[src/i2c_master_byte_engine_unit_macros.svh]
// assertion macros for the i2c master byte engine rtl
// no dependencies; included by i2cm_engine, the module that carries assertions
`ifndef I2C_MASTER_BYTE_ENGINE_UNIT_MACROS_SVH
`define I2C_MASTER_BYTE_ENGINE_UNIT_MACROS_SVH

// same-cycle implication, disabled during reset
`define I2CM_ASSERT_NOW(label, clk, rst_n, ante, cons, msg) \
    label: assert property (@(posedge clk) disable iff (!rst_n) (ante) |-> (cons)) \
        else $error(msg);

// next-cycle implication, disabled during reset
`define I2CM_ASSERT_NEXT(label, clk, rst_n, ante, cons, msg) \
    label: assert property (@(posedge clk) disable iff (!rst_n) (ante) |=> (cons)) \
        else $error(msg);

`endif

[src/i2cm_pkg.sv]
// shared types and constants of the i2c master byte engine
// no dependencies
package i2cm_pkg;

    typedef enum logic [1:0] {
        OP_START = 2'd0,
        OP_STOP  = 2'd1,
        OP_WRITE = 2'd2,
        OP_READ  = 2'd3
    } opcode_t;

    typedef enum logic [1:0] {
        CFG_BIT_DELAY   = 2'd0,
        CFG_SETUP_DELAY = 2'd1,
        CFG_ACK_LIMIT   = 2'd2
    } cfg_index_t;

    localparam int CFG_DATA_WIDTH = 16;
    localparam int LIMIT_WIDTH    = 8;
    localparam int BYTE_WIDTH     = 8;

    localparam logic [CFG_DATA_WIDTH-1:0] BIT_DELAY_RESET   = 16'd2;
    localparam logic [CFG_DATA_WIDTH-1:0] SETUP_DELAY_RESET = 16'd30;
    localparam logic [LIMIT_WIDTH-1:0]    ACK_LIMIT_RESET   = 8'd250;

    // one decoded tick as it travels from the front to the engine
    typedef struct packed {
        logic                  do_start;
        logic                  do_stop;
        logic                  do_write;
        logic                  do_read;
        logic [BYTE_WIDTH-1:0] tx_byte;
        logic                  send_ack;
        logic                  sda;
    } tick_t;

endpackage

[src/i2cm_front.sv]
// front end: accepts ticks, decodes the command and queues them
// depends on i2cm_pkg
module i2cm_front
(
    input  logic                           clk,
    input  logic                           rst_n,
    input  logic                           in_valid,
    output logic                           in_ready,
    input  logic                           cmd_valid,
    input  logic [1:0]                     opcode,
    input  logic [i2cm_pkg::BYTE_WIDTH-1:0] tx_byte,
    input  logic                           send_ack,
    input  logic                           sda_sample,
    output logic                           tick_valid,
    input  logic                           tick_ready,
    output i2cm_pkg::tick_t                tick
);

    i2cm_pkg::tick_t queue_reg [2];
    i2cm_pkg::tick_t decoded;
    logic            wr_ptr_reg;
    logic            wr_ptr_next;
    logic            rd_ptr_reg;
    logic            rd_ptr_next;
    logic [1:0]      count_reg;
    logic [1:0]      count_next;
    logic            push;
    logic            pop;

    // command decode, one-hot or none
    always_comb
    begin
        decoded.do_start = cmd_valid && (opcode == i2cm_pkg::OP_START);
        decoded.do_stop  = cmd_valid && (opcode == i2cm_pkg::OP_STOP);
        decoded.do_write = cmd_valid && (opcode == i2cm_pkg::OP_WRITE);
        decoded.do_read  = cmd_valid && (opcode == i2cm_pkg::OP_READ);
        decoded.tx_byte  = tx_byte;
        decoded.send_ack = send_ack;
        decoded.sda      = sda_sample;
    end

    assign in_ready   = (count_reg != 2'd2);
    assign tick_valid = (count_reg != 2'd0);
    assign tick       = queue_reg[rd_ptr_reg];
    assign push       = in_valid && in_ready;
    assign pop        = tick_valid && tick_ready;

    always_comb
    begin
        wr_ptr_next = push ? ~wr_ptr_reg : wr_ptr_reg;
        rd_ptr_next = pop ? ~rd_ptr_reg : rd_ptr_reg;
        count_next  = count_reg + {1'b0, push} - {1'b0, pop};
    end

    always_ff @(posedge clk or negedge rst_n)
    begin
        if (!rst_n)
        begin
            wr_ptr_reg <= 1'b0;
            rd_ptr_reg <= 1'b0;
            count_reg  <= 2'd0;
        end
        else
        begin
            wr_ptr_reg <= wr_ptr_next;
            rd_ptr_reg <= rd_ptr_next;
            count_reg  <= count_next;
        end
    end

    always_ff @(posedge clk)
    begin
        if (push)
        begin
            queue_reg[wr_ptr_reg] <= decoded;
        end
    end

endmodule

[src/i2cm_engine.sv]
// back end: bus sequencer, configuration registers and result register
// depends on i2cm_pkg and i2c_master_byte_engine_unit_macros.svh
`include "i2c_master_byte_engine_unit_macros.svh"

module i2cm_engine
#(
    parameter int DELAY_WIDTH = 16
)
(
    input  logic                                clk,
    input  logic                                rst_n,
    input  logic                                cfg_write_en,
    input  logic [1:0]                          cfg_index,
    input  logic [i2cm_pkg::CFG_DATA_WIDTH-1:0] cfg_data,
    input  logic                                tick_valid,
    output logic                                tick_ready,
    input  i2cm_pkg::tick_t                     tick,
    output logic                                out_valid,
    input  logic                                out_ready,
    output logic                                scl_level,
    output logic                                sda_out_enable,
    output logic                                sda_out_level,
    output logic                                busy_res,
    output logic                                done_res,
    output logic [i2cm_pkg::BYTE_WIDTH-1:0]     rx_byte,
    output logic                                ack_timeout
);

    localparam logic [DELAY_WIDTH-1:0] DELAY_ONE = DELAY_WIDTH'(1);

    typedef enum logic [3:0] {
        PH_IDLE,
        PH_ST_HOLD,
        PH_ST_LOW,
        PH_SP_HOLD,
        PH_SP_HIGH,
        PH_W_DATA,
        PH_W_HIGH,
        PH_W_LOW,
        PH_W_ACK,
        PH_R_SETUP,
        PH_R_LOW,
        PH_R_HIGH,
        PH_R_ACKL,
        PH_R_ACKH
    } phase_t;

    logic [i2cm_pkg::CFG_DATA_WIDTH-1:0] bit_delay_reg;
    logic [i2cm_pkg::CFG_DATA_WIDTH-1:0] setup_delay_reg;
    logic [i2cm_pkg::LIMIT_WIDTH-1:0]    ack_limit_reg;

    phase_t                          phase_reg, phase_next;
    logic [DELAY_WIDTH-1:0]          delay_reg, delay_next;
    logic [3:0]                      bit_index_reg, bit_index_next;
    logic [i2cm_pkg::BYTE_WIDTH-1:0] shift_reg, shift_next;
    logic [i2cm_pkg::LIMIT_WIDTH-1:0] poll_reg, poll_next;
    logic                            ack_choice_reg, ack_choice_next;
    logic                            scl_reg, scl_next;
    logic                            sda_en_reg, sda_en_next;
    logic                            sda_lvl_reg, sda_lvl_next;
    logic [i2cm_pkg::BYTE_WIDTH-1:0] rx_reg, rx_next;
    logic                            timeout_reg, timeout_next;
    logic                            done_reg, done_next;
    logic                            out_valid_reg, out_valid_next;

    logic                            pop;
    logic [31:0]                     bit_ext;
    logic [31:0]                     setup_ext;
    logic [DELAY_WIDTH-1:0]          bit_masked;
    logic [DELAY_WIDTH-1:0]          setup_masked;
    logic [DELAY_WIDTH-1:0]          bit_load;
    logic [DELAY_WIDTH-1:0]          setup_load;
    logic [3:0]                      bit_index_inc;
    logic [i2cm_pkg::LIMIT_WIDTH:0]  poll_inc;

    // delay loads, masked to the counter width; zero counts as one tick
    assign bit_ext      = {16'd0, bit_delay_reg};
    assign setup_ext    = {16'd0, setup_delay_reg};
    assign bit_masked   = bit_ext[DELAY_WIDTH-1:0];
    assign setup_masked = setup_ext[DELAY_WIDTH-1:0];
    assign bit_load     = (bit_masked == '0) ? DELAY_ONE : bit_masked;
    assign setup_load   = (setup_masked == '0) ? DELAY_ONE : setup_masked;

    assign bit_index_inc = bit_index_reg + 4'd1;
    assign poll_inc      = {1'b0, poll_reg} + 9'd1;

    assign tick_ready = !out_valid_reg || out_ready;
    assign pop        = tick_valid && tick_ready;

    always_comb
    begin
        phase_next      = phase_reg;
        delay_next      = delay_reg;
        bit_index_next  = bit_index_reg;
        shift_next      = shift_reg;
        poll_next       = poll_reg;
        ack_choice_next = ack_choice_reg;
        scl_next        = scl_reg;
        sda_en_next     = sda_en_reg;
        sda_lvl_next    = sda_lvl_reg;
        rx_next         = rx_reg;
        timeout_next    = timeout_reg;
        done_next       = done_reg;
        out_valid_next  = out_valid_reg && !out_ready;

        if (pop)
        begin
            out_valid_next = 1'b1;
            done_next      = 1'b0;
            if (phase_reg == PH_IDLE)
            begin
                if (tick.do_start)
                begin
                    sda_en_next  = 1'b1;
                    sda_lvl_next = 1'b1;
                    scl_next     = 1'b1;
                    delay_next   = setup_load;
                    phase_next   = PH_ST_HOLD;
                end
                else if (tick.do_stop)
                begin
                    sda_en_next  = 1'b1;
                    scl_next     = 1'b0;
                    sda_lvl_next = 1'b0;
                    delay_next   = setup_load;
                    phase_next   = PH_SP_HOLD;
                end
                else if (tick.do_write)
                begin
                    sda_en_next    = 1'b1;
                    scl_next       = 1'b0;
                    shift_next     = tick.tx_byte;
                    bit_index_next = 4'd0;
                    timeout_next   = 1'b0;
                    sda_lvl_next   = tick.tx_byte[i2cm_pkg::BYTE_WIDTH-1];
                    delay_next     = bit_load;
                    phase_next     = PH_W_DATA;
                end
                else if (tick.do_read)
                begin
                    sda_en_next     = 1'b0;
                    ack_choice_next = tick.send_ack;
                    shift_next      = '0;
                    bit_index_next  = 4'd0;
                    delay_next      = setup_load;
                    phase_next      = PH_R_SETUP;
                end
            end
            else if (delay_reg > DELAY_ONE)
            begin
                delay_next = delay_reg - DELAY_ONE;
            end
            else
            begin
                delay_next = '0;
                case (phase_reg)
                    PH_ST_HOLD:
                    begin
                        sda_lvl_next = 1'b0;
                        delay_next   = bit_load;
                        phase_next   = PH_ST_LOW;
                    end
                    PH_ST_LOW:
                    begin
                        scl_next   = 1'b0;
                        phase_next = PH_IDLE;
                        done_next  = 1'b1;
                    end
                    PH_SP_HOLD:
                    begin
                        scl_next   = 1'b1;
                        delay_next = bit_load;
                        phase_next = PH_SP_HIGH;
                    end
                    PH_SP_HIGH:
                    begin
                        sda_lvl_next = 1'b1;
                        phase_next   = PH_IDLE;
                        done_next    = 1'b1;
                    end
                    PH_W_DATA:
                    begin
                        scl_next   = 1'b1;
                        delay_next = bit_load;
                        phase_next = PH_W_HIGH;
                    end
                    PH_W_HIGH:
                    begin
                        scl_next   = 1'b0;
                        delay_next = bit_load;
                        phase_next = PH_W_LOW;
                    end
                    PH_W_LOW:
                    begin
                        shift_next     = {shift_reg[i2cm_pkg::BYTE_WIDTH-2:0], 1'b0};
                        bit_index_next = bit_index_inc;
                        delay_next     = bit_load;
                        if (bit_index_inc[3])
                        begin
                            sda_en_next  = 1'b0;
                            sda_lvl_next = 1'b1;
                            scl_next     = 1'b1;
                            poll_next    = '0;
                            phase_next   = PH_W_ACK;
                        end
                        else
                        begin
                            sda_lvl_next = shift_reg[i2cm_pkg::BYTE_WIDTH-2];
                            phase_next   = PH_W_DATA;
                        end
                    end
                    PH_W_ACK:
                    begin
                        if (!tick.sda)
                        begin
                            scl_next   = 1'b0;
                            phase_next = PH_IDLE;
                            done_next  = 1'b1;
                        end
                        else if (poll_inc > {1'b0, ack_limit_reg})
                        begin
                            // poll limit exceeded: flag it and run a stop
                            timeout_next = 1'b1;
                            sda_en_next  = 1'b1;
                            scl_next     = 1'b0;
                            sda_lvl_next = 1'b0;
                            delay_next   = setup_load;
                            phase_next   = PH_SP_HOLD;
                        end
                        else
                        begin
                            poll_next  = poll_inc[i2cm_pkg::LIMIT_WIDTH-1:0];
                            delay_next = bit_load;
                        end
                    end
                    PH_R_SETUP:
                    begin
                        scl_next   = 1'b0;
                        delay_next = bit_load;
                        phase_next = PH_R_LOW;
                    end
                    PH_R_LOW:
                    begin
                        scl_next   = 1'b1;
                        shift_next = {shift_reg[i2cm_pkg::BYTE_WIDTH-2:0], tick.sda};
                        delay_next = bit_load;
                        phase_next = PH_R_HIGH;
                    end
                    PH_R_HIGH:
                    begin
                        bit_index_next = bit_index_inc;
                        scl_next       = 1'b0;
                        delay_next     = bit_load;
                        if (bit_index_inc[3])
                        begin
                            rx_next      = shift_reg;
                            sda_en_next  = 1'b1;
                            sda_lvl_next = !ack_choice_reg;
                            phase_next   = PH_R_ACKL;
                        end
                        else
                        begin
                            phase_next = PH_R_LOW;
                        end
                    end
                    PH_R_ACKL:
                    begin
                        scl_next   = 1'b1;
                        delay_next = bit_load;
                        phase_next = PH_R_ACKH;
                    end
                    PH_R_ACKH:
                    begin
                        scl_next   = 1'b0;
                        phase_next = PH_IDLE;
                        done_next  = 1'b1;
                    end
                    default:
                    begin
                        phase_next = PH_IDLE;
                    end
                endcase
            end
        end
    end

    always_ff @(posedge clk or negedge rst_n)
    begin
        if (!rst_n)
        begin
            bit_delay_reg   <= i2cm_pkg::BIT_DELAY_RESET;
            setup_delay_reg <= i2cm_pkg::SETUP_DELAY_RESET;
            ack_limit_reg   <= i2cm_pkg::ACK_LIMIT_RESET;
            phase_reg       <= PH_IDLE;
            delay_reg       <= '0;
            bit_index_reg   <= 4'd0;
            shift_reg       <= '0;
            poll_reg        <= '0;
            ack_choice_reg  <= 1'b0;
            scl_reg         <= 1'b1;
            sda_en_reg      <= 1'b1;
            sda_lvl_reg     <= 1'b1;
            rx_reg          <= '0;
            timeout_reg     <= 1'b0;
            done_reg        <= 1'b0;
            out_valid_reg   <= 1'b0;
        end
        else
        begin
            if (cfg_write_en)
            begin
                case (cfg_index)
                    i2cm_pkg::CFG_BIT_DELAY:   bit_delay_reg   <= cfg_data;
                    i2cm_pkg::CFG_SETUP_DELAY: setup_delay_reg <= cfg_data;
                    i2cm_pkg::CFG_ACK_LIMIT:
                        ack_limit_reg <= cfg_data[i2cm_pkg::LIMIT_WIDTH-1:0];
                    default:
                    begin
                    end
                endcase
            end
            phase_reg      <= phase_next;
            delay_reg      <= delay_next;
            bit_index_reg  <= bit_index_next;
            shift_reg      <= shift_next;
            poll_reg       <= poll_next;
            ack_choice_reg <= ack_choice_next;
            scl_reg        <= scl_next;
            sda_en_reg     <= sda_en_next;
            sda_lvl_reg    <= sda_lvl_next;
            rx_reg         <= rx_next;
            timeout_reg    <= timeout_next;
            done_reg       <= done_next;
            out_valid_reg  <= out_valid_next;
        end
    end

    assign out_valid      = out_valid_reg;
    assign scl_level      = scl_reg;
    assign sda_out_enable = sda_en_reg;
    assign sda_out_level  = sda_lvl_reg;
    assign busy_res       = (phase_reg != PH_IDLE);
    assign done_res       = done_reg;
    assign rx_byte        = rx_reg;
    assign ack_timeout    = timeout_reg;

    // a finished command always leaves the sequencer idle
    `I2CM_ASSERT_NOW(a_done_idle, clk, rst_n, done_reg, phase_reg == PH_IDLE, "done while busy")
    // the timeout flag only rises together with the stop it forces
    `I2CM_ASSERT_NOW(a_timeout_stop, clk, rst_n, $rose(timeout_reg), phase_reg == PH_SP_HOLD, "timeout without stop")
    // without a tick taken the sequencer does not move
    `I2CM_ASSERT_NEXT(a_hold_no_tick, clk, rst_n, !pop, $stable(phase_reg) && $stable(delay_reg), "sequencer moved without a tick")

endmodule

[src/i2c_master_byte_engine_unit.sv]
// top level of the i2c master byte engine: queued tick front end and bus engine
// depends on i2cm_pkg, i2cm_front and i2cm_engine
//
// usage
//   input channel (in_valid/in_ready): one transaction per timing tick, carrying an
//   optional command (cmd_valid, opcode, tx_byte, send_ack) and the sampled sda level
//   output channel (out_valid/out_ready): exactly one result transaction per input
//   transaction, in order: scl and sda drive, busy, done pulse, rx_byte, ack_timeout
//   config port: cfg_write_en writes cfg_data into register cfg_index at the clock
//   edge (0 bit delay, 1 setup delay, 2 ack poll limit); write only while idle
// latency and throughput
//   a tick's result sits in the output register one cycle after the tick is accepted
//   (queue write, then one sequencer step) and can be taken at the following edge
//   one tick per cycle sustained; the sequencer updates once per tick and holds a
//   single result register, so out_ready low for one cycle costs one cycle
// stalls
//   while out_ready is low the result register holds and the sequencer freezes; the
//   queue still takes up to two more ticks before in_ready drops
// reset
//   rst_n clears the queue, restores the register defaults (2, 30, 250) and puts the
//   bus in its idle state with scl high and sda driven high; no clearing pass
module i2c_master_byte_engine_unit
#(
    parameter int DELAY_WIDTH = 16
)
(
    input  logic                                clk,
    input  logic                                rst_n,
    // configuration write port
    input  logic                                cfg_write_en,
    input  logic [1:0]                          cfg_index,
    input  logic [i2cm_pkg::CFG_DATA_WIDTH-1:0] cfg_data,
    // tick input channel
    input  logic                                in_valid,
    output logic                                in_ready,
    input  logic                                cmd_valid,
    input  logic [1:0]                          opcode,
    input  logic [i2cm_pkg::BYTE_WIDTH-1:0]     tx_byte,
    input  logic                                send_ack,
    input  logic                                sda_sample,
    // result output channel
    output logic                                out_valid,
    input  logic                                out_ready,
    output logic                                scl_level,
    output logic                                sda_out_enable,
    output logic                                sda_out_level,
    output logic                                busy_res,
    output logic                                done_res,
    output logic [i2cm_pkg::BYTE_WIDTH-1:0]     rx_byte,
    output logic                                ack_timeout
);

    // decoded ticks between the front end queue and the engine
    logic            tick_valid;
    logic            tick_ready;
    i2cm_pkg::tick_t tick;

    // front end: decode the command and buffer the transaction
    i2cm_front u_front
    (
        .clk        (clk),
        .rst_n      (rst_n),
        .in_valid   (in_valid),
        .in_ready   (in_ready),
        .cmd_valid  (cmd_valid),
        .opcode     (opcode),
        .tx_byte    (tx_byte),
        .send_ack   (send_ack),
        .sda_sample (sda_sample),
        .tick_valid (tick_valid),
        .tick_ready (tick_ready),
        .tick       (tick)
    );

    // back end: timed scl/sda sequencer with the result register
    i2cm_engine #(
        .DELAY_WIDTH (DELAY_WIDTH)
    ) u_engine
    (
        .clk            (clk),
        .rst_n          (rst_n),
        .cfg_write_en   (cfg_write_en),
        .cfg_index      (cfg_index),
        .cfg_data       (cfg_data),
        .tick_valid     (tick_valid),
        .tick_ready     (tick_ready),
        .tick           (tick),
        .out_valid      (out_valid),
        .out_ready      (out_ready),
        .scl_level      (scl_level),
        .sda_out_enable (sda_out_enable),
        .sda_out_level  (sda_out_level),
        .busy_res       (busy_res),
        .done_res       (done_res),
        .rx_byte        (rx_byte),
        .ack_timeout    (ack_timeout)
    );

endmodule

[config.mk]
export PLATFORM = sky130hd
export DESIGN_NAME = i2c_master_byte_engine_unit
export DESIGN_NICKNAME = d
export VERILOG_FILES = /design/src/i2cm_pkg.sv /design/src/i2cm_front.sv /design/src/i2cm_engine.sv /design/src/i2c_master_byte_engine_unit.sv
export VERILOG_INCLUDE_DIRS = /design/src /design/src/src
export SDC_FILE = /design/constraint.sdc
export NUM_CORES = 1
export LEC_CHECK = 0
export ABC_AREA = 0
export BUFFER_PORTS_ARGS = -buffer_cell sky130_fd_sc_hd__buf_2
export CAP_MARGIN = 10
export CORE_MARGIN = 3
export CORE_UTILIZATION = 50
export CTS_CLUSTER_SIZE = 12
export DETAILED_ROUTE_END_ITERATION = 10
export PLACE_DENSITY = 0.72
export SYNTH_ARGS = -nofsm -noshare
export SYNTH_HDL_FRONTEND = slang
export SYNTH_SLANG_ARGS = --single-unit
export TNS_END_PERCENT = 5
[constraint.sdc]
create_clock -name clk -period 4 [get_ports clk]
set_clock_uncertainty 0.05 [all_clocks]
set_input_delay 0.8 -clock clk [delete_from_list [all_inputs] [get_ports clk]]
set_output_delay 0.8 -clock clk [all_outputs]
set_load 0.02 [all_outputs]
==> run_results.csv, run 1 <==
group,metric,value,unit
global_routing,grt_pass1_vias,5594,
sta,slew_headroom,25.52,%
route,totalWireLength,17760,um
final_layout,fill_cells,1142,
critical_path,critPathRequiredTime,4.21,ns
clock_network,hold_buffers,0,
clock_network,insertion_delay,0.42,ns
synthesis,synth-seq-area-share,47.30,%
synthesis,synth_edf_count,28,
worst_hold_path,hold_class,"reg -> reg",
critical_path,worst_path_max_delay_cell,"a22o_1",
power_and_ir_drop,p_switching,2.198,mW
global_routing,grt-ovfl-total,0,
synthesis,ys_seq_elements,127,
route,drt_iter0_markers,604,
route,drt_pass1_iterations,6,
final_layout,diodes,0,
synthesis,synth_cell_types,74,
final_layout,multi_input_comb_area,3482,um2
synthesis,ys.warnings.count,0,
critical_path,cp_num_cells,12,
critical_path,crit_fanout,14,
final_layout,nets,762,
synthesis,syn_inst,659,
power_and_ir_drop,p_clk_share,27.0,%
route,vias_per_cell,6.273,
power_and_ir_drop,irDropWorstVdd,0.4027,mV
status,status,"complete, no violations",
global_routing,grt.met2_usage,37.15,%
floorplan,std_cell_rows,42,
sta,max_freq,281.0,MHz
critical_path,rrSetupSlack,0.44,ns
critical_path,critPathKind,"reg -> reg",
power_and_ir_drop,p_int,3.517,mW
sta,period_share,88.98,%
clock_network,clk_path_buf_depth,2,
critical_path,reg2reg_depth,12,
floorplan,die_x,124.8,um
placement,gp_congestion,0.9358,
critical_path,worstPathArrival,3.77,ns
synthesis,ys.flop_type,"dfrtp_1",
sta,worstMarginPinSlew,1.117,ns
global_routing,grt_use_met1,29.81,%
critical_path,crit_family,"compound AO/OA/AOI/OAI gates",
final_layout,final_util,59.90,%
floorplan,initial_core_util,52.21,%
power_and_ir_drop,seqPwrFrac,37.4,%
clock_network,post_cts_buffers,0,
route,wl_per_cell,19.71,um
clock_network,cts_tree,"done",
power_and_ir_drop,p_leak,3.500,nW
placement,port_buffers,51,
placement,dp_cells,868,
synthesis,ys_async_sr_fraction,77.95,%
critical_path,regToRegStartpoint,"u_engine.poll_reg[0]",
sta,period_needed,3.559,ns
sta,whs,0.4181,ns
global_routing,grt_antenna_before_repair,0,
critical_path,cpPeakStageDelay,0.49,ns
sta,drv_slew,0,
final_layout,seq_area,3336,um2
sta,fin_setup_tns,0,ns
sta,rsz0062_at_grt,"no",
clock_network,numCtsBuffers,17,
final_layout,instances_no_fill,901,
critical_path,cp_num_buf_inv,0,
synthesis,synthesis.area,7052,um2
critical_path,end_kind,"flip-flop",
route,drc,0,
sta,setup_viol,0,
final_layout,drive_gt1_share,25.66,%
critical_path,cp_common_cell,"ha_1",
floorplan,dieArea,15570,um2
placement,hpwl,12140,um
global_routing,grt_use_total,23.07,%
final_layout,syn_to_final_growth,14.73,%
floorplan,ios,52,
clock_network,clock_sinks,127,
global_routing,grt_pass1_wl,28710,um
route,vias,5652,
power_and_ir_drop,p_sw_share,38.46,%
clock_network,htree_levels,4,
floorplan,die_y,124.8,um
final_layout,largest_register_ffs,28,
clock_network,cts.repair.resized,0,
critical_path,path_cells,"ha_1, nand2_1, nor2_1, nor2b_1, or2_2, ha_1, a21o_1, a21oi_1, nand4b_1, a22o_1, a221oi_1, o221ai_1",
global_routing,top_usage_layer,"met2",
power_and_ir_drop,combPwrFrac,35.7,%
global_routing,grt_max_degree,88,
run,max_cap_viol_count,0,
global_routing,gr-usage-met3,5.617,%
route,ant_nets,0,
critical_path,setup.worst_path.start,"u_engine.poll_reg[0]",
synthesis,synth_nets,709,
critical_path,cp-start-kind,"flip-flop",
critical_path,crit_end,"u_engine.delay_reg[8]",
synthesis,avgSynthCellArea,10.70,um2
clock_network,cts_root_buf,"clkbuf_16",
clock_network,cts.clk_slew.worst_paths,0.06,ns
worst_hold_path,hold_path_startpoint,"u_engine.sda_out_level",
critical_path,r2r_end,"u_engine.delay_reg[8]",
floorplan,core_area,13510,um2
power_and_ir_drop,powerDensity,706.4,nW/um2
sta,hold_viol,0,
[area by class of cell]
cell class | instances | share of cell area, %
Inverter | 23 | 1.067
Tap cell | 176 | 2.722
Timing Repair Buffer | 68 | 4.763
Multi-Input combinational cell | 475 | 43.04
Sequential cell | 127 | 41.23
Clock inverter | 12 | 1.779
Clock buffer | 20 | 5.397
[worst min-delay path, stage by stage (launching register included)]
cell and delay, ns:
dfstp_2 0.37, inv_1 0.04, mux2i_1 0.06
[power by group through the flow]
stage | Combinational (mW) | Sequential [mW] | Clock (mW)
finish | 2.04 | 2.13 | 1.54
global route | 2.25 | 2.17 | 1.62
CTS | 2.02 | 2.12 | 1.56
detailed placement | 2.01 | 2.13 | 0
global placement | 1.95 | 2.12 | 0
floorplan | 1.56 | 1.98 | 0
[cells in the mapped netlist (15+ instances only)]
cell type | n | area (um2)
dfrtp_1 | 85 | 2127
mux2_2 | 51 | 574.3
nor2_1 | 50 | 187.7
a21oi_1 | 46 | 230.2
nand2_1 | 32 | 120.1
edfxtp_1 | 28 | 840.8
nand3_1 | 26 | 130.1
inv_1 | 23 | 86.33
mux2i_1 | 20 | 200.2
clkbuf_1 | 19 | 71.32
a31oi_1 | 16 | 100.1
o21ai_0 | 16 | 80.08
nor3_1 | 15 | 75.07
[per-layer routing]
| layer | wire (um) | vias to the layer above | part of all wire [%] |
|---|---|---|---|
| li1 | - | 2599 | - |
| met1 | 7555 | 2785 | 43 |
| met2 | 8606 | 230 | 48 |
| met3 | 1190 | 38 | 6.7 |
| met4 | 408 | 0 | 2.3 |
| met5 | 0 | - | 0 |
[worst min path at each step]
stage | end | depth (start not counted)
after floorplan | u_engine.out_valid | 2
after global placement | u_engine.sda_out_level | 2
after detailed placement | u_engine.sda_out_level | 2
after CTS | u_engine.sda_out_level | 2
after global routing | u_engine.sda_out_level | 2
final | u_engine.sda_out_level | 2
[layout by cell type (no fill, tap or decap), types with 17 or more instances in the layout]
cell type	count
dfrtp_1	85
mux2_2	51
buf_2	50
inv_1	23
edfxtp_1	28
nor2_1	50
mux2i_1	20
nand2_1	32
a21oi_1	46
clkbuf_16	17
buf_4	18
nand3_1	26
[logic make-up (layout without fill, tap and decap cells)]
| group | count (synthesis) | count (layout) | synth area share, % |
|---|---|---|---|
| xor gates and xnor gates | 20 | 20 | 2.484 |
| and+or+nand+nor | 193 | 193 | 15.03 |
| muxes | 79 | 79 | 12.69 |
| adders and majority gates | 14 | 14 | 2.484 |
| DFF | 127 | 127 | 47.30 |
| AOI/OAI and AO/OA | 169 | 169 | 16.63 |
| buffers and inverters | 57 | 123 | 3.389 |
[stage by stage]
stage	area (um2)	total power, mW	worst slack, ns
3_5_place_dp	7502	4.140	0.5222
3_3_place_gp	7502	4.073	0.7854
4_1_cts	8083	5.702	0.4887
2_1_floorplan	7052	3.539	0.8557
5_1_grt	8090	6.049	0.3124
6_report	8090	5.715	0.4408
(Power assumes the default switching activity.)
==> run 2, diff against run 1 <==
--- a/config.mk
+++ b/config.mk
@@ -9,8 +9,10 @@
 export ABC_AREA = 0
 export BUFFER_PORTS_ARGS = -buffer_cell sky130_fd_sc_hd__buf_2
 export CAP_MARGIN = 10
-export CORE_MARGIN = 3
+export CORE_ASPECT_RATIO = 1.1
+export CORE_MARGIN = 5
 export CORE_UTILIZATION = 50
+export CTS_BUF_LIST = sky130_fd_sc_hd__clkbuf_16
 export CTS_CLUSTER_SIZE = 12
 export DETAILED_ROUTE_END_ITERATION = 10
 export PLACE_DENSITY = 0.72
==> run 2 against run 1 <==
Fmax increased by 1.7%. Final area increased by 0.53%. Sequential cell count unchanged. Worst setup slack improved by 0.061 ns. Clock power increased by 3%. Register-to-register slack improved by 0.06 ns. Critical path depth unchanged. Wire length increased by 3.1%. First-iteration DRC count increased by 12%. Power increased by 1.5%. Critical path type unchanged. Critical endpoint unchanged. Largest cell class unchanged. Highest routed layer unchanged.
==> run_results.csv, run 2 (synthesis gave the netlist of run 1 again) <==
group,metric,value,unit
status,status,"complete, no violations",
sta,max_freq,285.8,MHz
sta,fin_setup_tns,0,ns
clock_network,numCtsBuffers,17,
sta,whs,0.2282,ns
global_routing,grt_use_total,23.24,%
sta,period_share,87.46,%
placement,hpwl,12690,um
clock_network,clk_path_buf_depth,2,
final_layout,final_common_cell,"dfrtp_1",
floorplan,std_cell_rows,45,
placement,port_buffers,51,
run,max_cap_viol_count,0,
floorplan,initial_core_util,50.91,%
placement,dp_cells,880,
global_routing,grt_pass1_wl,29950,um
route,ant_nets,0,
power_and_ir_drop,irDropWorstVdd,0.3972,mV
final_layout,layout_common_cells,"85 x dfrtp_1, 51 x mux2_2, 50 x nor2_1, 50 x buf_2, 46 x a21oi_1",
placement,gp_congestion,0.9402,
floorplan,ios,52,
final_layout,nets,762,
route,wl_per_cell,20.06,um
critical_path,worstPathArrival,3.73,ns
critical_path,critPathRequiredTime,4.23,ns
sta,setup_viol,0,
sta,drv_slew,0,
final_layout,final_area,8133,um2
critical_path,critPathKind,"reg -> reg",
sta,worstMarginPinSlew,0.9743,ns
sta,period_needed,3.498,ns
floorplan,die_x,123.2,um
global_routing,grt-ovfl-total,0,
clock_network,clock_sinks,127,
power_and_ir_drop,power,5.800,mW
final_layout,fill_cells,1181,
route,totalWireLength,18320,um
critical_path,crit_fanout,17,
final_layout,diodes,0,
floorplan,core_area,13850,um2
route,vias_per_cell,6.145,
clock_network,cts_root_buf,"clkbuf_16",
power_and_ir_drop,p_leak,3.524,nW
route,drt_iter0_markers,675,
power_and_ir_drop,powerDensity,713.1,nW/um2
sta,slew_headroom,35.05,%
global_routing,grt_pass1_vias,5720,
clock_network,cts.clk_slew.worst_paths,0.06,ns
sta,hold_viol,0,
final_layout,drive_gt1_share,26.21,%
critical_path,cp-start-kind,"flip-flop",
clock_network,post_cts_buffers,0,
final_layout,syn_to_final_growth,15.33,%
route,drc,0,
route,vias,5610,
clock_network,htree_levels,4,
final_layout,instances_no_fill,913,
sta,worst_slack,0.5015,ns
global_routing,grt_max_degree,40,
placement,dp_slack,0.5416,ns
final_layout,largest_register_ffs,28,
route,drt_pass1_iterations,7,
sta,rsz0062_at_grt,"no",
worst_hold_path,hold_class,"in -> async",
clock_network,hold_buffers,0,
floorplan,die_y,134.6,um
global_routing,grt_antenna_before_repair,0,
final_layout,final_util,58.72,%
floorplan,dieArea,16580,um2
clock_network,cts_tree,"done",
placement,placed_cell_area,7517,um2
clock_network,insertion_delay,0.43,ns
critical_path,end_kind,"flip-flop",
clock_network,cts.repair.resized,0,
-- run 2: changes by cell type in the layout (fill, tap and decap cells not counted), sizes merged --
cell,change
clkinvlp,-3
clkbuf,-3
clkinv,+1
inv,+5
-- run 2: cell type report --
class | instances | area [um2] | area share [%]
multi-input combinational | 475 | 3482 | 42.82
sequential | 127 | 3336 | 41.02
clock buffer | 17 | 425.4 | 5.231
timing repair buffer | 68 | 385.4 | 4.738
tap | 188 | 235.2 | 2.892
clock inverter | 15 | 182.7 | 2.246
inverter | 23 | 86.33 | 1.062
-- run 2: critical path: stages, from the launching register on --
cell and delay (ns):
dfrtp_1 0.41, ha_1 0.25, nand2_1 0.08, nor2_1 0.16, nor2b_1 0.08, or2_2 0.30, ha_1 0.31, a21o_1 0.17
a21oi_1 0.24, nand4b_1 0.20, a22o_1 0.51, a221oi_1 0.43, o221ai_1 0.17
-- run 2: per-layer routing --
layer,track usage [%],up-vias,routed length [um]
li1,-,2607,-
met1,29.10,2737,7646
met2,38.80,222,9138
met3,5.404,44,1056
met4,9.046,0,473
met5,0,-,0
-- run 2: power breakdown --
part,switching [mW],internal [mW]
combinational,1.22,0.842
clock,0.607,0.988
sequential,0.440,1.71
total,2.26,3.54
-- run 2: final timing paths --
path                                         from                      end  slack (ns)  depth (start not counted)
setup / recovery             u_engine.poll_reg[0]    u_engine.delay_reg[8]        0.50                         12
hold / removal                              rst_n    u_engine.delay_reg[4]        0.23                          1
setup reg to reg             u_engine.poll_reg[0]    u_engine.delay_reg[8]        0.50                         12
hold reg to reg            u_engine.sda_out_level   u_engine.sda_out_level        0.43                          2
max in group asynchronous                   rst_n  u_engine.sda_out_enable        2.84                          2
min in group clk           u_engine.sda_out_level   u_engine.sda_out_level        0.43                          2
==> run 3, diff against run 2 <==
--- a/config.mk
+++ b/config.mk
@@ -6,11 +6,11 @@
 export SDC_FILE = /design/constraint.sdc
 export NUM_CORES = 1
 export LEC_CHECK = 0
-export ABC_AREA = 0
+export ABC_AREA = 1
 export BUFFER_PORTS_ARGS = -buffer_cell sky130_fd_sc_hd__buf_2
 export CAP_MARGIN = 10
 export CORE_ASPECT_RATIO = 1.1
-export CORE_MARGIN = 5
+export CORE_MARGIN = 3
 export CORE_UTILIZATION = 50
 export CTS_BUF_LIST = sky130_fd_sc_hd__clkbuf_16
 export CTS_CLUSTER_SIZE = 12
==> constraint.sdc (replaced) <==
create_clock -name clk -period 4.1 [get_ports clk]
set_clock_uncertainty 0.05 [all_clocks]
set_input_delay 0.82 -clock clk [delete_from_list [all_inputs] [get_ports clk]]
set_output_delay 0.82 -clock clk [all_outputs]
set_load 0.02 [all_outputs]
==> run 3 against run 2 <==
Clock power shrank 5%. Synthesized cell count grew 32%. Critical path type unchanged. Critical endpoint is now u_engine.delay_reg[3]. Combinational power shrank 58%. Die area shrank 5.6%. Sequential cell count is the same.
==> run_results.csv, run 3 <==
group,metric,value,unit
route,vias_per_cell,5.413,
route,vias,6079,
sta,rsz0062_at_grt,"no",
worst_hold_path,hold_class,"reg -> reg",
synthesis,ys.warnings.count,0,
sta,setup_viol,0,
route,drt_pass1_iterations,5,
synthesis,synth-seq-area-share,47.03,%
critical_path,worst_path_max_delay_cell,"dfrtp_1",
critical_path,worstPathArrival,3.36,ns
critical_path,end_kind,"flip-flop",
placement,placed_cell_area,7481,um2
critical_path,setup.worst_path.start,"u_engine.poll_reg[0]",
route,totalWireLength,18010,um
sta,whs,0.4302,ns
global_routing,grt_pass1_wl,29550,um
synthesis,ys_async_sr_fraction,77.95,%
sta,max_freq,324.7,MHz
synthesis,ys.flop_type,"dfrtp_1",
floorplan,std_cell_rows,45,
sta,fin_setup_tns,0,ns
global_routing,grt-ovfl-total,0,
synthesis,synth_nets,917,
synthesis,ys_seq_elements,127,
final_layout,layout_common_cells,"187 x nand2_1, 120 x inv_1, 87 x o21ai_0",
synthesis,yosys.area.top_type,"dfrtp_1",
clock_network,hold_buffers,0,
floorplan,core_area,13850,um2
floorplan,die_x,119.6,um
final_layout,diodes,0,
synthesis,synthesis.area,7093,um2
critical_path,crit_family,"simple AND/OR/NAND/NOR gates",
placement,port_buffers,51,
route,wl_per_cell,16.04,um
sta,hold_viol,0,
synthesis,synth_most_common_cell,"nand2_1",
placement,hpwl,13370,um
global_routing,top_usage_layer,"met2",
synthesis,synth_top_area_share,29.99,%
floorplan,ios,52,
placement,gp_congestion,0.9700,
floorplan,initial_core_util,51.21,%
power_and_ir_drop,p_leak,3.775,nW
sta,worstMarginPinSlew,1.123,ns
clock_network,numCtsBuffers,17,
final_layout,largest_register_ffs,28,
final_layout,nets,972,
critical_path,r2r_end,"u_engine.delay_reg[3]",
clock_network,clk_path_buf_depth,2,
critical_path,cpPeakStageDelay,0.44,ns
critical_path,regToRegStartpoint,"u_engine.poll_reg[0]",
status,status,"complete, no violations",
synthesis,synth_cell_types,56,
synthesis,synth_common_cells,"187 x nand2_1, 118 x inv_1, 87 x o21ai_0",
critical_path,cp_common_cell,"nand2_1",
clock_network,htree_levels,4,
clock_network,cts_tree,"done",
final_layout,drive_gt1_share,17.01,%
clock_network,post_cts_buffers,0,
critical_path,reg2reg_depth,18,
critical_path,path_cells,"ha_1, nand3_1, nor2_1, xor2_1, ha_1, nand2_1, nand2_1, nand2_1, nand2_1, nor2_1, nand2_1, nand2_2, nand2_2, nand2_2, nand2_1, o21ai_1, nand2_1, a22oi_1",
critical_path,cp_num_buf_inv,0,
clock_network,cts.repair.resized,0,
critical_path,cp_num_cells,18,
synthesis,syn_inst,867,
global_routing,gr-usage-met3,5.381,%
final_layout,final_common_cell,"nand2_1",
route,ant_nets,0,
synthesis,synth_edf_count,28,
route,drc,0,
critical_path,cp-start-kind,"flip-flop",
global_routing,grt_use_met1,30.01,%
clock_network,cts_root_buf,"clkbuf_16",
global_routing,grt_pass1_vias,5800,
global_routing,grt_max_degree,88,
global_routing,grt.met2_usage,40.26,%
clock_network,insertion_delay,0.42,ns
power_and_ir_drop,irDropWorstVdd,0.3290,mV
floorplan,die_y,130.9,um
critical_path,critPathRequiredTime,4.38,ns
global_routing,grt_antenna_before_repair,0,
critical_path,crit_fanout,15,
route,drt_iter0_markers,509,
sta,drv_slew,0,
run,max_cap_viol_count,0,
worst_hold_path,min_path_cells,2,
synthesis,avgSynthCellArea,8.181,um2
clock_network,cts.clk_slew.worst_paths,0.06,ns
sta,period_share,75.11,%
sta,slew_headroom,24.88,%
clock_network,clock_sinks,127,
final_layout,fill_cells,1272,
global_routing,grt_use_total,24.14,%
power_and_ir_drop,powerDensity,504.6,nW/um2
synthesis,synthTopCellsByArea,"dfrtp_1 30%, edfxtp_1 12%, nand2_1 9.9%",
final_layout,syn_to_final_growth,13.92,%
final_layout,final_area,8080,um2
final_layout,final_util,58.34,%
sta,period_needed,3.079,ns
critical_path,rrSetupSlack,1.02,ns
critical_path,critPathKind,"reg -> reg",
floorplan,dieArea,15650,um2
critical_path,crit_end,"u_engine.delay_reg[3]",
run 3: cell types whose count changed after synthesis, moves of 15 or more:
cell	before	now
nand2_1	32	187
inv_1	23	118
o21ai_0	16	87
mux2_2	51	0
nor2_1	50	85
mux2i_1	20	1
o21ai_1	2	17
run 3: logic make-up (layout without fill, tap and decap cells):
family,after synthesis,count (layout),share of synthesized area [%]
simple gates,368,368,23.67
mux,1,1,0.1411
flops,127,127,47.03
buf+inv,149,217,8.626
xor+xnor,18,18,2.223
fa+ha+maj,14,14,2.470
compound gates,190,190,15.84
run 3: final cells by class:
class	count	area (um2)	share of cell area, %
flip-flops and latches	127	3336	41.28
well taps	188	235.2	2.911
repair buffers	53	272.8	3.376
inverters	132	499.2	6.178
clock buffers	18	450.4	5.574
clock inverters	14	141.4	1.750
multi-input cells	591	3146	38.93
run 3: worst register-to-register path: stages (launching register included):
cell and delay [ns]:
dfrtp_1 0.44, ha_1 0.21, nand3_1 0.15, nor2_1 0.15, xor2_1 0.25, ha_1 0.29
nand2_1 0.06, nand2_1 0.05, nand2_1 0.05, nand2_1 0.04, nor2_1 0.09, nand2_1 0.13
nand2_2 0.28, nand2_2 0.16, nand2_2 0.17, nand2_1 0.06, o21ai_1 0.08, nand2_1 0.08
a22oi_1 0.17
run 3: worst min-delay path by stage:
stage,start,to,slack (ns)
2_1_floorplan,u_engine.bit_index_reg[3],u_engine.bit_index_reg[3],0.40
3_3_place_gp,u_engine.bit_index_reg[3],u_engine.bit_index_reg[3],0.42
3_5_place_dp,u_engine.bit_index_reg[3],u_engine.bit_index_reg[3],0.42
4_1_cts,u_engine.bit_index_reg[3],u_engine.bit_index_reg[3],0.44
5_1_grt,u_engine.setup_delay_reg[3],u_engine.setup_delay_reg[3],0.45
6_report,u_engine.bit_index_reg[3],u_engine.bit_index_reg[3],0.43
run 3: where the power goes:
group,leakage (nW),switching (mW),internal [mW]
Clock,0.285,0.582,0.928
Sequential,1.42,0.177,1.52
Combinational,2.07,0.586,0.283
run 3: per-stage QoR:
stage                     power [mW]  worst slack [ns]  cells
after floorplan                2.349             1.584    867
after global placement         2.550             1.130   1090
after detailed placement       2.572             1.063   1090
after CTS                      4.080             1.028   1122
after global routing           4.309            0.7487   1123
final                          4.077             1.021   1123
run 3: metal layers:
layer	wire length, um	vias to the layer above
met5	0	-
met4	669	0
met3	954	64
met2	8700	196
met1	7687	2848
li1	-	2971
